==> src/rtl/core/jsv_pkg.sv <==
`timescale 1ns / 1ps
// Shared constants, types and byte-class helpers for the JSON syntax validator.
// No dependencies.
package jsv_pkg;

  localparam int MAX_DEPTH   = 16;
  localparam int STACK_DEPTH = MAX_DEPTH + 1;
  localparam int CNT_W       = $clog2(STACK_DEPTH + 1);
  localparam int IDX_W       = (STACK_DEPTH > 1) ? $clog2(STACK_DEPTH) : 1;

  localparam int BYTE_W    = 8;
  localparam int VERDICT_W = 2;
  localparam int NESTING_W = 5;
  localparam int OUT_W     = 8;

  typedef logic [CNT_W-1:0]     cnt_t;
  typedef logic [VERDICT_W-1:0] verdict_t;

  localparam verdict_t VERDICT_PENDING  = 2'd0;
  localparam verdict_t VERDICT_ACCEPTED = 2'd1;
  localparam verdict_t VERDICT_REJECTED = 2'd2;

  localparam logic [1:0] WORD_TRUE  = 2'd0;
  localparam logic [1:0] WORD_FALSE = 2'd1;
  localparam logic [1:0] WORD_NULL  = 2'd2;

  typedef struct packed {
    verdict_t             verdict;
    logic [NESTING_W-1:0] nesting;
  } result_t;

  function automatic logic is_ws(input logic [7:0] b);
    return (b == 8'h20) || (b == 8'h09) || (b == 8'h0A) || (b == 8'h0D);
  endfunction

  function automatic logic is_digit(input logic [7:0] b);
    return (b >= "0") && (b <= "9");
  endfunction

  function automatic logic is_hex(input logic [7:0] b);
    return is_digit(b) || ((b >= "a") && (b <= "f")) || ((b >= "A") && (b <= "F"));
  endfunction

  function automatic logic [2:0] word_len(input logic [1:0] choice);
    logic [2:0] len;
    case (choice)
      WORD_TRUE:  len = 3'd4;
      WORD_FALSE: len = 3'd5;
      WORD_NULL:  len = 3'd4;
      default:    len = 3'd0;
    endcase
    return len;
  endfunction

  function automatic logic [7:0] word_char(input logic [1:0] choice, input logic [2:0] pos);
    logic [7:0] ch;
    ch = 8'h00;
    case (choice)
      WORD_TRUE: begin
        case (pos)
          3'd0:    ch = "t";
          3'd1:    ch = "r";
          3'd2:    ch = "u";
          3'd3:    ch = "e";
          default: ch = 8'h00;
        endcase
      end
      WORD_FALSE: begin
        case (pos)
          3'd0:    ch = "f";
          3'd1:    ch = "a";
          3'd2:    ch = "l";
          3'd3:    ch = "s";
          3'd4:    ch = "e";
          default: ch = 8'h00;
        endcase
      end
      WORD_NULL: begin
        case (pos)
          3'd0:    ch = "n";
          3'd1:    ch = "u";
          3'd2:    ch = "l";
          3'd3:    ch = "l";
          default: ch = 8'h00;
        endcase
      end
      default: ch = 8'h00;
    endcase
    return ch;
  endfunction

endpackage

==> src/rtl/core/json_syntax_validator.sv <==
`timescale 1ns / 1ps
// Channel  | Direction | tdata (low bit up)                  | tlast      | tuser
// in_      | slave     | byte_in[7:0]                         | last_byte  | none
// out_     | master    | verdict[1:0], nesting[6:2], zero pad | none       | none
//
// One request is taken per cycle while in_tready is high; its result is registered.
// The parser state, a 17-entry container stack and a two-entry output buffer set that rate.
// in_tready drops only when both output entries hold results that were not yet taken.
// Reset clears the parser and the buffer; stack entries are never read before written.
// A request flagged last gives the final verdict and returns the parser to reset.
// Top-level JSON syntax validator. Depends on jsv_pkg.
module json_syntax_validator (
  input  logic                      clk,
  input  logic                      rst_n,
  input  logic                      in_tvalid,
  output logic                      in_tready,
  input  logic [jsv_pkg::BYTE_W-1:0] in_tdata,   // byte_in[7:0]
  input  logic                      in_tlast,    // last_byte
  output logic                      out_tvalid,
  input  logic                      out_tready,
  output logic [jsv_pkg::OUT_W-1:0] out_tdata    // verdict[1:0], nesting[6:2], zero[7]
);
  import jsv_pkg::*;

  typedef enum logic [4:0] {
    M_TOP_START, M_OBJ_FIRST, M_OBJ_KEY, M_COLON, M_VALUE, M_ARR_FIRST,
    M_AFTER_VALUE, M_STR, M_STR_ESC, M_STR_HEX, M_NUM_MINUS, M_NUM_ZERO,
    M_NUM_INT, M_NUM_DOT, M_NUM_FRAC, M_NUM_EXP, M_NUM_EXP_SIGN,
    M_NUM_EXP_DIG, M_WORD, M_TRAIL
  } mode_t;

  mode_t      mode_r, mode_nxt;
  cnt_t       cnt_r, cnt_nxt;
  logic [2:0] hex_r, hex_nxt;
  logic       name_r, name_nxt;
  logic [2:0] wpos_r, wpos_nxt;
  logic [1:0] wch_r, wch_nxt;
  logic       error_r;
  logic       stack_r [STACK_DEPTH];

  logic       out_valid_r, skid_valid_r;
  result_t    out_data_r, skid_data_r;

  logic       accept, pop;
  logic [7:0] b;
  logic       ok, top_bit, in_range;
  logic       do_vs, do_av, do_push, do_close, push_obj, close_obj;
  logic       push_en;
  logic [IDX_W-1:0] top_idx, push_idx;
  logic [2:0] wpos_inc, hex_inc;
  cnt_t       cnt_dec;
  result_t    result;

  assign b         = in_tdata;
  assign in_tready = !skid_valid_r;
  assign accept    = in_tvalid && in_tready;
  assign pop       = out_valid_r && out_tready;

  assign in_range = (cnt_r != '0) && (cnt_r <= CNT_W'(STACK_DEPTH));
  assign top_idx  = IDX_W'(cnt_r - 1'b1);
  assign push_idx = IDX_W'(cnt_r);
  assign top_bit  = in_range ? stack_r[top_idx] : 1'b0;
  assign cnt_dec  = cnt_r - 1'b1;
  assign wpos_inc = wpos_r + 3'd1;
  assign hex_inc  = hex_r + 3'd1;

  always_comb begin
    mode_nxt  = mode_r;
    cnt_nxt   = cnt_r;
    hex_nxt   = hex_r;
    name_nxt  = name_r;
    wpos_nxt  = wpos_r;
    wch_nxt   = wch_r;
    ok        = 1'b1;
    do_vs     = 1'b0;
    do_av     = 1'b0;
    do_push   = 1'b0;
    do_close  = 1'b0;
    push_obj  = 1'b0;
    close_obj = 1'b0;
    push_en   = 1'b0;

    case (mode_r)
      M_TOP_START: begin
        if (b == "{") begin
          do_push  = 1'b1;
          push_obj = 1'b1;
        end else if (!is_ws(b)) begin
          ok = 1'b0;
        end
      end
      M_OBJ_FIRST, M_OBJ_KEY: begin
        if (mode_r == M_OBJ_FIRST && b == "}") begin
          do_close  = 1'b1;
          close_obj = 1'b1;
        end else if (b == "\"") begin
          name_nxt = 1'b1;
          mode_nxt = M_STR;
        end else if (!is_ws(b)) begin
          ok = 1'b0;
        end
      end
      M_COLON: begin
        if (b == ":") begin
          mode_nxt = M_VALUE;
        end else if (!is_ws(b)) begin
          ok = 1'b0;
        end
      end
      M_ARR_FIRST, M_VALUE: begin
        if (mode_r == M_ARR_FIRST && b == "]") begin
          do_close = 1'b1;
        end else if (!is_ws(b)) begin
          do_vs = 1'b1;
        end
      end
      M_AFTER_VALUE: do_av = 1'b1;
      M_STR: begin
        if (b < 8'h20) begin
          ok = 1'b0;
        end else if (b == "\"") begin
          mode_nxt = name_r ? M_COLON : M_AFTER_VALUE;
        end else if (b == "\\") begin
          mode_nxt = M_STR_ESC;
        end
      end
      M_STR_ESC: begin
        if (b == "\"" || b == "\\" || b == "/" || b == "b" || b == "f" ||
            b == "n" || b == "r" || b == "t") begin
          mode_nxt = M_STR;
        end else if (b == "u" && !name_r) begin
          hex_nxt  = 3'd0;
          mode_nxt = M_STR_HEX;
        end else begin
          ok = 1'b0;
        end
      end
      M_STR_HEX: begin
        if (!is_hex(b)) begin
          ok = 1'b0;
        end else if (hex_inc >= 3'd4) begin
          hex_nxt  = 3'd0;
          mode_nxt = M_STR;
        end else begin
          hex_nxt = hex_inc;
        end
      end
      M_NUM_MINUS: begin
        if (b == "0") begin
          mode_nxt = M_NUM_ZERO;
        end else if (b >= "1" && b <= "9") begin
          mode_nxt = M_NUM_INT;
        end else begin
          ok = 1'b0;
        end
      end
      M_NUM_ZERO, M_NUM_INT: begin
        if (is_digit(b)) begin
          ok = (mode_r == M_NUM_INT);
        end else if (b == ".") begin
          mode_nxt = M_NUM_DOT;
        end else if (b == "e" || b == "E") begin
          mode_nxt = M_NUM_EXP;
        end else begin
          do_av = 1'b1;
        end
      end
      M_NUM_DOT: begin
        if (is_digit(b)) begin
          mode_nxt = M_NUM_FRAC;
        end else begin
          ok = 1'b0;
        end
      end
      M_NUM_FRAC: begin
        if (b == "e" || b == "E") begin
          mode_nxt = M_NUM_EXP;
        end else if (!is_digit(b)) begin
          do_av = 1'b1;
        end
      end
      M_NUM_EXP, M_NUM_EXP_SIGN: begin
        if (mode_r == M_NUM_EXP && (b == "+" || b == "-")) begin
          mode_nxt = M_NUM_EXP_SIGN;
        end else if (is_digit(b)) begin
          mode_nxt = M_NUM_EXP_DIG;
        end else begin
          ok = 1'b0;
        end
      end
      M_NUM_EXP_DIG: begin
        if (!is_digit(b)) begin
          do_av = 1'b1;
        end
      end
      M_WORD: begin
        if (wch_r > WORD_NULL || wpos_r >= word_len(wch_r)) begin
          ok = 1'b0;
        end else if (b != word_char(wch_r, wpos_r)) begin
          ok = 1'b0;
        end else if (wpos_inc >= word_len(wch_r)) begin
          wpos_nxt = 3'd0;
          mode_nxt = M_AFTER_VALUE;
        end else begin
          wpos_nxt = wpos_inc;
        end
      end
      M_TRAIL: ok = is_ws(b);
      default: ok = 1'b0;
    endcase

    if (do_vs) begin
      if (b == "\"") begin
        name_nxt = 1'b0;
        mode_nxt = M_STR;
      end else if (b == "{") begin
        do_push  = 1'b1;
        push_obj = 1'b1;
      end else if (b == "[") begin
        do_push = 1'b1;
      end else if (b == "t" || b == "f" || b == "n") begin
        wch_nxt  = (b == "t") ? WORD_TRUE : ((b == "f") ? WORD_FALSE : WORD_NULL);
        wpos_nxt = 3'd1;
        mode_nxt = M_WORD;
      end else if (b == "-") begin
        mode_nxt = M_NUM_MINUS;
      end else if (b == "0") begin
        mode_nxt = M_NUM_ZERO;
      end else if (b >= "1" && b <= "9") begin
        mode_nxt = M_NUM_INT;
      end else begin
        ok = 1'b0;
      end
    end

    if (do_av) begin
      mode_nxt = M_AFTER_VALUE;
      if (b == "}") begin
        do_close  = 1'b1;
        close_obj = 1'b1;
      end else if (b == "]") begin
        do_close = 1'b1;
      end else if (b == ",") begin
        if (!in_range) begin
          ok = 1'b0;
        end else begin
          mode_nxt = top_bit ? M_OBJ_KEY : M_VALUE;
        end
      end else if (!is_ws(b)) begin
        ok = 1'b0;
      end
    end

    if (do_push) begin
      if (cnt_r >= CNT_W'(STACK_DEPTH)) begin
        ok = 1'b0;
      end else begin
        push_en  = 1'b1;
        cnt_nxt  = cnt_r + 1'b1;
        mode_nxt = push_obj ? M_OBJ_FIRST : M_ARR_FIRST;
      end
    end

    if (do_close) begin
      if (!in_range || (top_bit != close_obj)) begin
        ok = 1'b0;
      end else begin
        cnt_nxt  = cnt_dec;
        mode_nxt = (cnt_dec == '0) ? M_TRAIL : M_AFTER_VALUE;
      end
    end

    if (error_r) begin
      ok      = 1'b0;
      cnt_nxt = cnt_r;
      push_en = 1'b0;
    end

    if (!ok) begin
      result.verdict = VERDICT_REJECTED;
    end else if (in_tlast) begin
      result.verdict = (mode_nxt == M_TRAIL) ? VERDICT_ACCEPTED : VERDICT_REJECTED;
    end else begin
      result.verdict = VERDICT_PENDING;
    end
    result.nesting = NESTING_W'(ok ? cnt_nxt : cnt_r);
  end

  always_ff @(posedge clk) begin
    if (accept && push_en) begin
      stack_r[push_idx] <= push_obj;
    end
  end

  always_ff @(posedge clk) begin
    if (!rst_n) begin
      mode_r       <= M_TOP_START;
      cnt_r        <= '0;
      hex_r        <= 3'd0;
      name_r       <= 1'b0;
      wpos_r       <= 3'd0;
      wch_r        <= 2'd0;
      error_r      <= 1'b0;
      out_valid_r  <= 1'b0;
      skid_valid_r <= 1'b0;
    end else begin
      if (accept) begin
        if (in_tlast) begin
          mode_r  <= M_TOP_START;
          cnt_r   <= '0;
          hex_r   <= 3'd0;
          name_r  <= 1'b0;
          wpos_r  <= 3'd0;
          wch_r   <= 2'd0;
          error_r <= 1'b0;
        end else if (!ok) begin
          error_r <= 1'b1;
        end else begin
          mode_r <= mode_nxt;
          cnt_r  <= cnt_nxt;
          hex_r  <= hex_nxt;
          name_r <= name_nxt;
          wpos_r <= wpos_nxt;
          wch_r  <= wch_nxt;
        end
      end

      if (skid_valid_r) begin
        if (pop) begin
          out_data_r   <= skid_data_r;
          skid_valid_r <= 1'b0;
        end
      end else if (accept) begin
        if (!out_valid_r || pop) begin
          out_data_r  <= result;
          out_valid_r <= 1'b1;
        end else begin
          skid_data_r  <= result;
          skid_valid_r <= 1'b1;
        end
      end else if (pop) begin
        out_valid_r <= 1'b0;
      end
    end
  end

  assign out_tvalid = out_valid_r;
  assign out_tdata  = {{(OUT_W - VERDICT_W - NESTING_W){1'b0}},
                       out_data_r.nesting, out_data_r.verdict};

  a_skid_implies_out: assert property (@(posedge clk) disable iff (!rst_n)
    skid_valid_r |-> out_valid_r)
    else $error("skid entry held while output register empty");

  a_count_bound: assert property (@(posedge clk) disable iff (!rst_n)
    cnt_r <= CNT_W'(STACK_DEPTH))
    else $error("open container count beyond stack depth");

  a_last_resets: assert property (@(posedge clk) disable iff (!rst_n)
    accept && in_tlast |=> (cnt_r == '0) && (mode_r == M_TOP_START) && !error_r)
    else $error("parser not returned to start after last byte");

  a_error_sticky: assert property (@(posedge clk) disable iff (!rst_n)
    error_r && !(accept && in_tlast) |=> error_r)
    else $error("error flag cleared before last byte");

  a_trail_closed: assert property (@(posedge clk) disable iff (!rst_n)
    (mode_r == M_TRAIL) |-> (cnt_r == '0))
    else $error("trailing mode with containers still open");

endmodule

==> config.mk <==
export PLATFORM = sky130hd
export DESIGN_NAME = json_syntax_validator
export DESIGN_NICKNAME = d
export VERILOG_FILES = /design/src/rtl/core/jsv_pkg.sv /design/src/rtl/core/json_syntax_validator.sv
export SDC_FILE = /design/constraint.sdc
export NUM_CORES = 1
export LEC_CHECK = 0
export BUFFER_PORTS_ARGS = -buffer_cell sky130_fd_sc_hd__buf_2
export CAP_MARGIN = 20
export CELL_PAD_IN_SITES_DETAIL_PLACEMENT = 1
export CELL_PAD_IN_SITES_GLOBAL_PLACEMENT = 1
export CORE_MARGIN = 3
export CORE_UTILIZATION = 48
export CTS_CLUSTER_SIZE = 28
export DETAILED_ROUTE_END_ITERATION = 12
export PLACE_DENSITY_LB_ADDON = 0.12
export RECOVER_POWER = 100
export SLEW_MARGIN = 25
export SYNTH_ARGS = -nofsm -noshare
export SYNTH_HDL_FRONTEND = slang
export SYNTH_SLANG_ARGS = --single-unit
export TNS_END_PERCENT = 5
==> constraint.sdc <==
create_clock -name clk -period 5.34 [get_ports clk]
set_clock_uncertainty 0.05 [all_clocks]
set_input_delay 0.534 -clock clk [delete_from_list [all_inputs] [get_ports clk]]
set_output_delay 0.534 -clock clk [all_outputs]
set_load 0.005 [all_outputs]
# ---- Yosys cells after proc, flatten, opt, wreduce, memory -nomap -nowiden
# Memories as Yosys holds them, arrays and structs flattened.
# Index checks and enable logic that the tools add are counted.
# W data, S select, Z words.
dict set report totals {
  regBits 36
  ram_bits 17
  out_inout_bits 10
  elab_cells 339
  memories 1
}
dict set report op_classes {
  n_addsub 4
  magnitude_cmp 14
  n_eq_ne 62
  muxes 182
  bitwise_logic 2
  n_reduce_logical 61
}
# memory depth width read_ports rd_clocked_by_memory_dff write_ports line_no
set memory_table {}
lappend memory_table {stack_r 17 1 1 0 1 json_syntax_validator.sv:39} ;# logic stack_r [STACK_DEPTH];
# op count
set ops {}
lappend ops {{$mux W5} 44}
lappend ops {{$eq A8 B7 Y1 const B} 13}
lappend ops {{$mux W3} 28}
lappend ops {{$mux W1} 82}
lappend ops {{$eq A8 B6 Y1 const B} 9}
lappend ops {{$pmux W5 S11} 1}
lappend ops {{$eq A5 B4 Y1 const B} 8}
lappend ops {{$pmux W7 S5} 1}
lappend ops {{$mux W7} 4}
lappend ops {{$pmux W7 S4} 1}
lappend ops {{$eq A5 B5 Y1 const B} 5}
lappend ops {{$eq A8 B4 Y1 const B} 3}
lappend ops {{$mux W2} 12}
lappend ops {{$pmux W8 S3} 1}
lappend ops {{$pmux W7 S3} 1}
lappend ops {{$eq A5 B3 Y1 const B} 4}
lappend ops {{$logic_or A1 B1 Y1} 19}
lappend ops {{$ge A8 B6 Y1 const B} 2}
lappend ops {{$ge A8 B7 Y1 const B} 2}
lappend ops {{$le A8 B7 Y1 const B} 2}
lappend ops {{$mux W8} 2}
lappend ops {{$pmux W1 S13} 1}
lappend ops {{$logic_and A1 B1 Y1} 12}
lappend ops {{$pmux W3 S2} 2}
lappend ops {{39 further kinds} 66}

# ---- Longest topological paths before layout
# Gate-level depths: netlist of the first run.
dict set report logic_depth {
  word_depth 37
  mapped_depth 16
  depth_no_buf 13
}

# ---- Worst setup path after synthesis of the first run
# OpenSTA, ideal clock, no wires.
dict set report synth_path {
  kind {register -> register}
  startpoint {register cnt_r[0]}
  endpoint {register out_data_r, in the netlist out_tdata[3] (data pin)}
  setup_time_ns 0.260
  arrival_time_ns 3.550
  slack_ns 1.480
  path_stages_with_launch 15
  n_path_buf 2
  cell_sequence {dfxtp_1 > buf_2 > inv_1 > ha_1 > clkbuf_1 > mux4_2 > nor4_1 > nor3_1 > a221oi_1 > xor2_1 > nor3_2 > inv_1 > a21oi_1 > o21ai_0 > mux2_2}
}
# item line_no
set synth_rtl {}
lappend synth_rtl {{start, declared} json_syntax_validator.sv:33} ;# cnt_t cnt_r, cnt_nxt;
lappend synth_rtl {{start signal, assigned} json_syntax_validator.sv:320} ;# cnt_r <= cnt_nxt;
lappend synth_rtl {{end signal, assigned} json_syntax_validator.sv:330} ;# out_data_r <= skid_data_r;
lappend synth_rtl {{end signal, assigned} json_syntax_validator.sv:335} ;# out_data_r <= result;
lappend synth_rtl {{end, declared} json_syntax_validator.sv:42} ;# result_t out_data_r, skid_data_r;

# ---- Worst setup path after layout of the first run
dict set report layout_path {
  startpoint {register cnt_r[0]}
  endpoint {register hex_r[0]}
}
dict set report layout_via {
  elab_chain_cells 14
  word_cells_on_any_way 22
}
# item line_no
set layout_lines {}
lappend layout_lines {{branches (longest 10 deep; another with $sub A5 B1 Y5)} -}
lappend layout_lines {{$mux W1 *} json_syntax_validator.sv:264} ;# if (do_close) begin
lappend layout_lines {{$mux W1 *} json_syntax_validator.sv:273} ;# if (error_r) begin
lappend layout_lines {{$reduce_bool A2 Y1 (no line) *} -}
lappend layout_lines {{$reduce_and A6 Y1 (no line) *} -}
lappend layout_lines {{end signal, assigned} json_syntax_validator.sv:321} ;# hex_r <= hex_nxt;
lappend layout_lines {{end, declared} json_syntax_validator.sv:34} ;# logic [2:0] hex_r, hex_nxt;
# Every way passes the cells marked *.
# A chain may end at the register's enable or synchronous reset.

==> flow_summary.json, run 1 <==
{
  "hold_end": "skid_valid_r",
  "cts-resized-gates": 0,
  "dp_cells": 727,
  "holdBufCountCts": 0,
  "clock_power_share": 0.316,
  "path_class": "reg2reg",
  "power_frac_seq": 0.582,
  "worstHoldStart": "out_tready",
  "netlist_top_cells_area": "edfxtp_1, dfxtp_1, nor2_1",
  "ff2ff_path_depth": 12,
  "netlist_area_um2": 4980,
  "clk_latency_ns": 0.32,
  "rsz0062_at_grt": "false",
  "ioPinCount": 23,
  "post-route-util": 0.514,
  "drtIter0Drc": 528,
  "synth_edf_count": 31,
  "timing.rr.end": "hex_r[0]",
  "ant_nets": 0,
  "rows": 36,
  "cp_max_fo": 15,
  "grt_usage": 0.278,
  "pwr_density_cell_nw_per_um2": 146,
  "grt_max_degree": 28,
  "die_y_um": 108,
  "drive_above_1_share": 0.108,
  "clockBufferDepth": 2,
  "syn_avg_cell_area_um2": 8.14,
  "vias": 4836,
  "area_delta_synth_final_pct": 2.74,
  "yosysSeqAreaShare": 0.275,
  "pwr-share-comb": 0.101,
  "synth.net_count": 641,
  "clkSlewWorstSetupHoldPaths_ns": 0.10,
  "finalWorstSetupSlack_ns": 0.642,
  "cts-root-buf": "clkbuf_8",
  "grt_antenna_before_repair": 0,
  "num_antenna_cells": 0,
  "overflow": 0,
  "post-route-period-util": 0.880,
  "firstDrtPassIters": 5,
  "fmax_mhz": 213,
  "async_reset_ff_frac": 0,
  "grt_pass1_vias": 4741,
  "cp-end-kind": "register",
  "wl_per_cell_um": 21.9,
  "crit_path_start_kind": "register",
  "place_ws_ns": 0.777,
  "fp.coreArea_um2": 9950,
  "switchingPower_mw": 0.199,
  "reg2reg_from": "cnt_r[0]",
  "htreeDepth": 2,
  "netlist_top_cells_count": "nor2_1, nand2_1, edfxtp_1",
  "place_area_um2": 5090,
  "gp_congestion": 0.984,
  "p_int_mw": 0.550,
  "fin_crit_ns": 4.70,
  "run_status": "finished, final reports clean",
  "timing.slew.headroom": 0.379,
  "required_ns": 5.56,
  "die_w_um": 108,
  "nFillCells": 1245,
  "worstMarginPinSlew_ns": 0.930,
  "cts_tree": "yes",
  "hpwl_um": 12300,
  "p_leak_nw": 1.73,
  "fin_nets": 630,
  "yosysMostFrequentCell": "nor2_1",
  "maxSlewViolCount": 0,
  "via_per_inst": 6.58,
  "finalSetupViolCount": 0,
  "synth_cell_types": 89,
  "ir_drop_uv": 102,
  "numClockSinks": 53,
  "arrival_ns": 4.92,
  "start_util": 0.501,
  "grt_pass1_wl_um": 25700,
  "setup_tns_ns": 0,
  "cts_setup_buffers": 0,
  "synth_largest_area_cell": "edfxtp_1",
  "cts_inserted_buffers": 5,
  "finalPower_mw": 0.749,
  "synth_top_area_share": 0.187,
  "instances_no_fill": 735,
  "synth_ff_type": "edfxtp_1",
  "finalHoldViolCount": 0,
  "hold_depth": 2,
  "portBuffers": 21,
  "r2r_setup_slack_ns": 0.64,
  "dieArea_um2": 11600,
  "hold_class": "in2reg",
  "swShare": 0.266,
  "holdWs_ns": 0.401,
  "wirelength_um": 16100,
  "final_cell_area_um2": 5120,
  "syn_inst": 612,
  "ys_ff_latch": 53,
  "drt_drc_violations_left": 0,
  "cap_viol_max_count": 0,
  "yosys_warnings": 0
}
==> logic make-up after synthesis <==
logic type,share of synthesized area
multiplexers,0.0505
flip-flops,0.275
AO/OA/AOI/OAI,0.229
other,0.000752
buffers and inverters,0.0630
AND/OR/NAND/NOR,0.317
XOR/XNOR,0.0246
adder cells (fa/ha/maj),0.0402
==> worst max path at each step <==
| stage | start | end | slack, ns |
|---|---|---|---|
| after floorplan | cnt_r[0] | out_tdata[3] | 1.48 |
| after global placement | cnt_r[0] | out_tdata[1] | 0.96 |
| after detailed placement | cnt_r[0] | out_tdata[1] | 0.78 |
| after CTS | cnt_r[0] | out_tdata[1] | 0.74 |
| after global routing | cnt_r[0] | hex_r[0] | 0.19 |
| final | cnt_r[0] | hex_r[0] | 0.64 |
==> power groups by stage <==
stage	registers, mW	logic [mW]	clock network, mW
detailed placement	0.446	0.0764	0
finish	0.436	0.0759	0.237
floorplan	0.445	0.0550	0
global placement	0.445	0.0737	0
global route	0.437	0.0827	0.256
CTS	0.436	0.0767	0.239
==> metal layers <==
metal  vias to the layer above  GRT usage  share of wire
met5                         -          0              0
met4                         0     0.0433          0.010
met3                        14     0.0354          0.060
met2                       162      0.457           0.47
met1                      2389      0.398           0.46
li1                       2271          -              -
==> worst max-delay path, stage by stage (launching register included) <==
cell and delay, ns:
dfxtp_1 0.75, inv_1 0.24, ha_1 0.47, mux4_2 0.51, nor4_1 0.18, nor3_1 0.10, a221oi_1 0.49, xor2_1 0.17
o21bai_1 0.21, nand3_1 0.33, nor3_1 0.76, and3b_1 0.28, a21o_1 0.10
==> cell usage in the layout (no fill, tap or decap), drive strengths merged, types with 8 or more instances in the layout <==
cell    synthesis  final
nor2           72     72
nand2          43     43
edfxtp         31     31
a21oi          30     30
inv            29     30
nor3           27     27
o21ai          25     25
dfxtp          22     22
nor4           20     20
nand2b         19     19
buf            18     19
nand3          18     18
ha             16     16
clkbuf         26     13
xnor2          11     11
a211oi         11     11
and2            9      9
nand3b          9      9
nor2b           8      8
o22ai           8      8
a31oi           8      8
==> registers in the layout, indices dropped and copies added (netlist names) <==
name,cells
out_tdata,7
out_tvalid,1
skid_data_r,7
error_r,1
mode_r,5
name_r,1
cnt_r,5
hex_r,3
wch_r,2
stack_r,17
skid_valid_r,1
wpos_r,3
==> layout make-up <==
class / count / area [um^2] / area share
repair buffers: 26 / 129 / 0.0252
multi-input cells: 486 / 3260 / 0.636
well taps: 133 / 166 / 0.0325
clock buffers: 6 / 72.6 / 0.0142
inverters: 29 / 109 / 0.0213
flip-flops and latches: 53 / 1370 / 0.268
clock inverters: 2 / 13.8 / 0.00269
(Power assumes the default switching activity.)
==> run 2: changes to the inputs <==
REMOVE_ABC_BUFFERS = 1   (was not set)
==> run 2 against run 1 <==
  * Core utilization is 0.40 points higher
  * Die area stayed put
  * Non-clock buffer count is 3 higher
  * Sequential share of layout area is 0.21 points lower
  * Critical path type unchanged
  * Total power is 1.8% higher
  * First-iteration DRC count is 26% lower
  * Register-to-register slack better by 0.14 ns
  * Setup slack better by 0.14 ns
  * Sequential cell count stayed put
==> flow_summary.json, run 2 (synthesis gave the netlist of run 1 again) <==
{
  "run_status": "finished, final reports clean",
  "required_ns": 5.57,
  "cts-root-buf": "clkbuf_8",
  "crit_family": "simple AND/OR/NAND/NOR gates",
  "grt_use_met1": 0.423,
  "grt_usage": 0.287,
  "crit_path_start_kind": "register",
  "timing.slew.headroom": 0.406,
  "fmax_mhz": 219,
  "cp-end-kind": "register",
  "top_register": "stack_r",
  "grtUsageMet2": 0.439,
  "pwr_density_cell_nw_per_um2": 148,
  "clk_latency_ns": 0.32,
  "r2r_setup_slack_ns": 0.78,
  "area_delta_synth_final_pct": 3.54,
  "fin_crit_ns": 4.56,
  "slowest_stage": "nor3_1",
  "cp_max_fo": 17,
  "mostFrequentLayoutCell": "nor2_1",
  "fp.coreArea_um2": 9950,
  "place_area_um2": 5110,
  "nFillCells": 1243,
  "wl_per_cell_um": 22.2,
  "wirelength_um": 16400,
  "die_y_um": 108,
  "via_per_inst": 6.61,
  "finalSetupViolCount": 0,
  "vias": 4880,
  "grt_pass1_vias": 4800,
  "post-route-period-util": 0.854,
  "rows": 36,
  "htreeDepth": 2,
  "worstHoldStart": "out_tready",
  "max_stage_delay_ns": 0.80,
  "hold_class": "in2reg",
  "gp_congestion": 1.05,
  "hold_depth": 2,
  "p_leak_nw": 1.74,
  "cap_viol_max_count": 0,
  "clkSlewWorstSetupHoldPaths_ns": 0.11,
  "ff2ff_path_depth": 11,
  "rsz0062_at_grt": "false",
  "cts_inserted_buffers": 5,
  "final_cell_area_um2": 5160,
  "ioPinCount": 23,
  "arrival_ns": 4.78,
  "holdBufCountCts": 0,
  "path_buf_inv": 1,
  "die_w_um": 108,
  "cts_tree": "yes",
  "firstDrtPassIters": 5,
  "ir_drop_uv": 99.1,
  "start_util": 0.501,
  "largest_reg_flops": 17,
  "holdWs_ns": 0.402,
  "path_class": "reg2reg",
  "grt_use_met3": 0.0384,
  "hpwl_um": 12400,
  "grt_pass1_wl_um": 26300,
  "finalHoldViolCount": 0,
  "hold_end": "skid_valid_r",
  "cts-resized-gates": 0,
  "grt_max_degree": 24,
  "mostFrequentLayoutCells": "nor2_1, nand2_1, edfxtp_1, a21oi_1, inv_1",
  "ant_nets": 0,
  "maxSlewViolCount": 0,
  "worstMarginPinSlew_ns": 0.888,
  "reg2reg_from": "mode_r[1]",
  "grt_antenna_before_repair": 0,
  "drive_above_1_share": 0.112,
  "drtIter0Drc": 392,
  "dieArea_um2": 11600,
  "overflow": 0,
  "clockBufferDepth": 2,
  "numClockSinks": 53,
  "num_antenna_cells": 0,
  "busiest_layer": "met2",
  "crit_chain": "clkbuf_1 -> nor3b_1 -> o21ai_0 -> nor3_2 -> o32a_4 -> o21ai_1 -> o21bai_1 -> nand3_1 -> nor3_1 -> and3b_1 -> a21o_1",
  "timing.rr.end": "hex_r[0]",
  "drt_drc_violations_left": 0,
  "portBuffers": 21,
  "fin_nets": 633,
  "cts_setup_buffers": 0,
  "setup_tns_ns": 0
}
run 2: cell count changes in the layout (fill, tap and decap cells not counted), sizes merged:
| cell | change |
|---|---|
| clkinvlp | +2 |
| clkinv | -1 |
| buf | +2 |
run 2: where the power goes:
part           switching [mW]  internal, mW  leakage (nW)  total [mW]
Combinational          0.0536        0.0227          1.23      0.0764
Sequential            0.00312         0.433         0.471       0.436
Clock                   0.153        0.0958        0.0423       0.249
run 2: worst register-to-register path, stage by stage, from the launching register on:
cell	delay [ns]
dfxtp_1	0.67
clkbuf_1	0.60
nor3b_1	0.12
o21ai_0	0.51
nor3_2	0.15
o32a_4	0.44
o21ai_1	0.28
o21bai_1	0.20
nand3_1	0.35
nor3_1	0.80
and3b_1	0.27
a21o_1	0.08
run 2: final cells by class:
type / instances / area (um^2) / share of cell area
clock buffer: 5 / 68.8 / 0.0133
inverter: 29 / 109 / 0.0211
multi-input combinational: 486 / 3270 / 0.634
timing repair buffer: 29 / 148 / 0.0286
clock inverter: 3 / 26.3 / 0.00509
sequential: 53 / 1370 / 0.266
tap: 133 / 166 / 0.0323
run 2: layer usage:
layer / vias to the layer above / routed length (um)
met2: 147 / 7360
met1: 2421 / 7810
li1: 2280 / -
met3: 32 / 882
met5: - / 0
met4: 0 / 354
run 2: stage by stage:
| stage | setup WS [ns] | std cells | power, mW | util |
|---|---|---|---|---|
| finish | 0.781 | 738 | 0.762 | 0.518 |
| detailed placement | 1.02 | 730 | 0.523 | 0.513 |
| CTS | 1.00 | 738 | 0.766 | 0.523 |
| global placement | 1.21 | 730 | 0.521 | 0.513 |
| global route | 0.424 | 738 | 0.785 | 0.518 |
| floorplan | 1.51 | 568 | 0.485 | - |
run 2: how the worst max path moves through the flow:
| stage | start | to | slack, ns | depth (start not counted) |
|---|---|---|---|---|
| 2_1_floorplan | cnt_r[0] | out_tdata[2] | 1.51 | 12 |
| 3_3_place_gp | cnt_r[0] | out_tdata[3] | 1.21 | 13 |
| 3_5_place_dp | cnt_r[0] | out_tdata[3] | 1.02 | 13 |
| 4_1_cts | cnt_r[0] | out_tdata[3] | 1.00 | 13 |
| 5_1_grt | cnt_r[0] | hex_r[0] | 0.42 | 13 |
| 6_report | mode_r[1] | hex_r[0] | 0.78 | 11 |
==> run 3: changes to the inputs <==
--- a/config.mk
+++ b/config.mk
@@ -15,2 +15,3 @@
 export DETAILED_ROUTE_END_ITERATION = 12
+export GPL_TIMING_DRIVEN = 0
 export PLACE_DENSITY_LB_ADDON = 0.12
@@ -18,2 +19,3 @@
 export REMOVE_ABC_BUFFERS = 1
+export SETUP_SLACK_MARGIN = 0.05
 export SLEW_MARGIN = 25
==> constraint.sdc (replaced) <==
create_clock -name clk -period 5.34 [get_ports clk]
set_clock_uncertainty 0.05 [all_clocks]
set_input_delay 0.267 -clock clk [delete_from_list [all_inputs] [get_ports clk]]
set_output_delay 0.267 -clock clk [all_outputs]
set_load 0.005 [all_outputs]
==> run 3 against run 2 <==
  * Global-route usage is 1.1 points lower
  * Combinational power decreased by 1%
  * Die area did not move
  * Critical endpoint is now out_tdata[2]
  * Non-clock buffer count shrank 8
  * Wire length down 5.3%
  * Register-to-register slack got worse by 0.08 ns
  * Highest routed layer unchanged
==> flow_summary.json, run 3 (synthesis gave the netlist of run 1 again) <==
{
  "crit_path_start_kind": "register",
  "mostFrequentLayoutCells": "nor2_1, nand2_1, edfxtp_1, a21oi_1, inv_1",
  "final_cell_area_um2": 5130,
  "run_status": "finished, final reports clean",
  "wl_per_cell_um": 21.3,
  "die_y_um": 108,
  "timing.slew.headroom": 0.103,
  "grt_pass1_vias": 4672,
  "required_ns": 5.36,
  "worstMarginPinSlew_ns": 1.33,
  "max_stage_delay_ns": 0.57,
  "ant_nets": 0,
  "gp_congestion": 0.991,
  "largest_reg_flops": 17,
  "pwr_density_cell_nw_per_um2": 152,
  "arrival_ns": 4.67,
  "slowest_stage": "mux4_2",
  "ir_drop_uv": 107,
  "setup_tns_ns": 0,
  "cts_inserted_buffers": 5,
  "hpwl_um": 11800,
  "rows": 36,
  "firstDrtPassIters": 5,
  "nFillCells": 1249,
  "rsz0062_at_grt": "false",
  "start_util": 0.501,
  "fmax_mhz": 215,
  "vias": 4744,
  "clockBufferDepth": 2,
  "grt_pass1_wl_um": 25500,
  "htreeDepth": 2,
  "overflow": 0,
  "numClockSinks": 53,
  "mostFrequentLayoutCell": "nor2_1",
  "cp-end-kind": "register",
  "cts_setup_buffers": 0,
  "path_class": "reg2reg",
  "grt_usage": 0.275,
  "num_antenna_cells": 0,
  "portBuffers": 21,
  "cts-root-buf": "clkbuf_8",
  "cp_max_fo": 15,
  "crit_family": "compound AO/OA/AOI/OAI gates",
  "drtIter0Drc": 432,
  "die_w_um": 108,
  "finalSetupViolCount": 0,
  "post-route-period-util": 0.869,
  "grt_max_degree": 33,
  "clk_latency_ns": 0.32,
  "fin_crit_ns": 4.64,
  "crit_chain": "inv_1 -> ha_1 -> mux4_2 -> nor4_1 -> nor3_1 -> a221oi_1 -> xor2_1 -> o21bai_1 -> and3_1 -> o21ai_0 -> xnor2_1 -> mux2_2",
  "drt_drc_violations_left": 0,
  "cts_tree": "yes",
  "maxSlewViolCount": 0,
  "hold_class": "in2reg",
  "fin_nets": 625,
  "fp.coreArea_um2": 9950,
  "path_buf_inv": 1,
  "finalHoldViolCount": 0,
  "clkSlewWorstSetupHoldPaths_ns": 0.11,
  "via_per_inst": 6.50,
  "cap_viol_max_count": 0,
  "area_delta_synth_final_pct": 2.86,
  "dieArea_um2": 11600,
  "top_register": "stack_r",
  "p_leak_nw": 1.73,
  "wirelength_um": 15500,
  "place_area_um2": 5060,
  "drive_above_1_share": 0.114,
  "ioPinCount": 23,
  "grt_antenna_before_repair": 0
}
## run 3: worst paths after layout
path / start / to / slack, ns / cells past startpoint
worst max-delay path: cnt_r[0] / out_tdata[2] / 0.70 / 12
worst min-delay path: out_tready / skid_valid_r / 0.12 / 2
worst max register to register: cnt_r[0] / out_tdata[2] / 0.70 / 12
worst min register to register: hex_r[1] / hex_r[1] / 0.44 / 1
## run 3: what timing repair did
| action | 4_1_cts | 5_1_grt |
|---|---|---|
| hold buffers | 0 | 0 |
| endpoints found under the setup margin | 0 | 1 |
| gates resized for setup | 0 | 1 |
## run 3: per-stage QoR
stage	util	instances	hold slack, ns	setup slack, ns	total power [mW]
CTS	0.519	730	0.137	0.439	0.782
finish	0.515	730	0.124	0.698	0.780
global placement	0.507	722	0.402	0.692	0.518
global route	0.515	730	0.131	0.261	0.804
detailed placement	0.508	722	0.420	0.471	0.521
floorplan	-	568	0.317	1.51	0.485
## run 3: layer usage
| metal | wire (um) | share of wire | GRT usage |
|---|---|---|---|
| met2 | 6990 | 0.45 | 0.437 |
| met4 | 255 | 0.016 | 0.0559 |
| met3 | 703 | 0.045 | 0.0300 |
| met5 | 0 | 0 | 0 |
| met1 | 7580 | 0.49 | 0.405 |
## run 3: layout make-up
type,instances,area [um^2],share of cell area
inverter,29,109,0.0212
multi-input combinational,486,3270,0.638
sequential,53,1370,0.268
clock inverter,2,13.8,0.00268
tap,133,166,0.0325
timing repair buffer,21,101,0.0198
clock buffer,6,93.8,0.0183
## run 3: power by group
part,total [mW],internal [mW],switching (mW)
Combinational,0.0753,0.0226,0.0527
Clock,0.269,0.122,0.147
Sequential,0.436,0.433,0.00293
Total,0.780,0.578,0.202
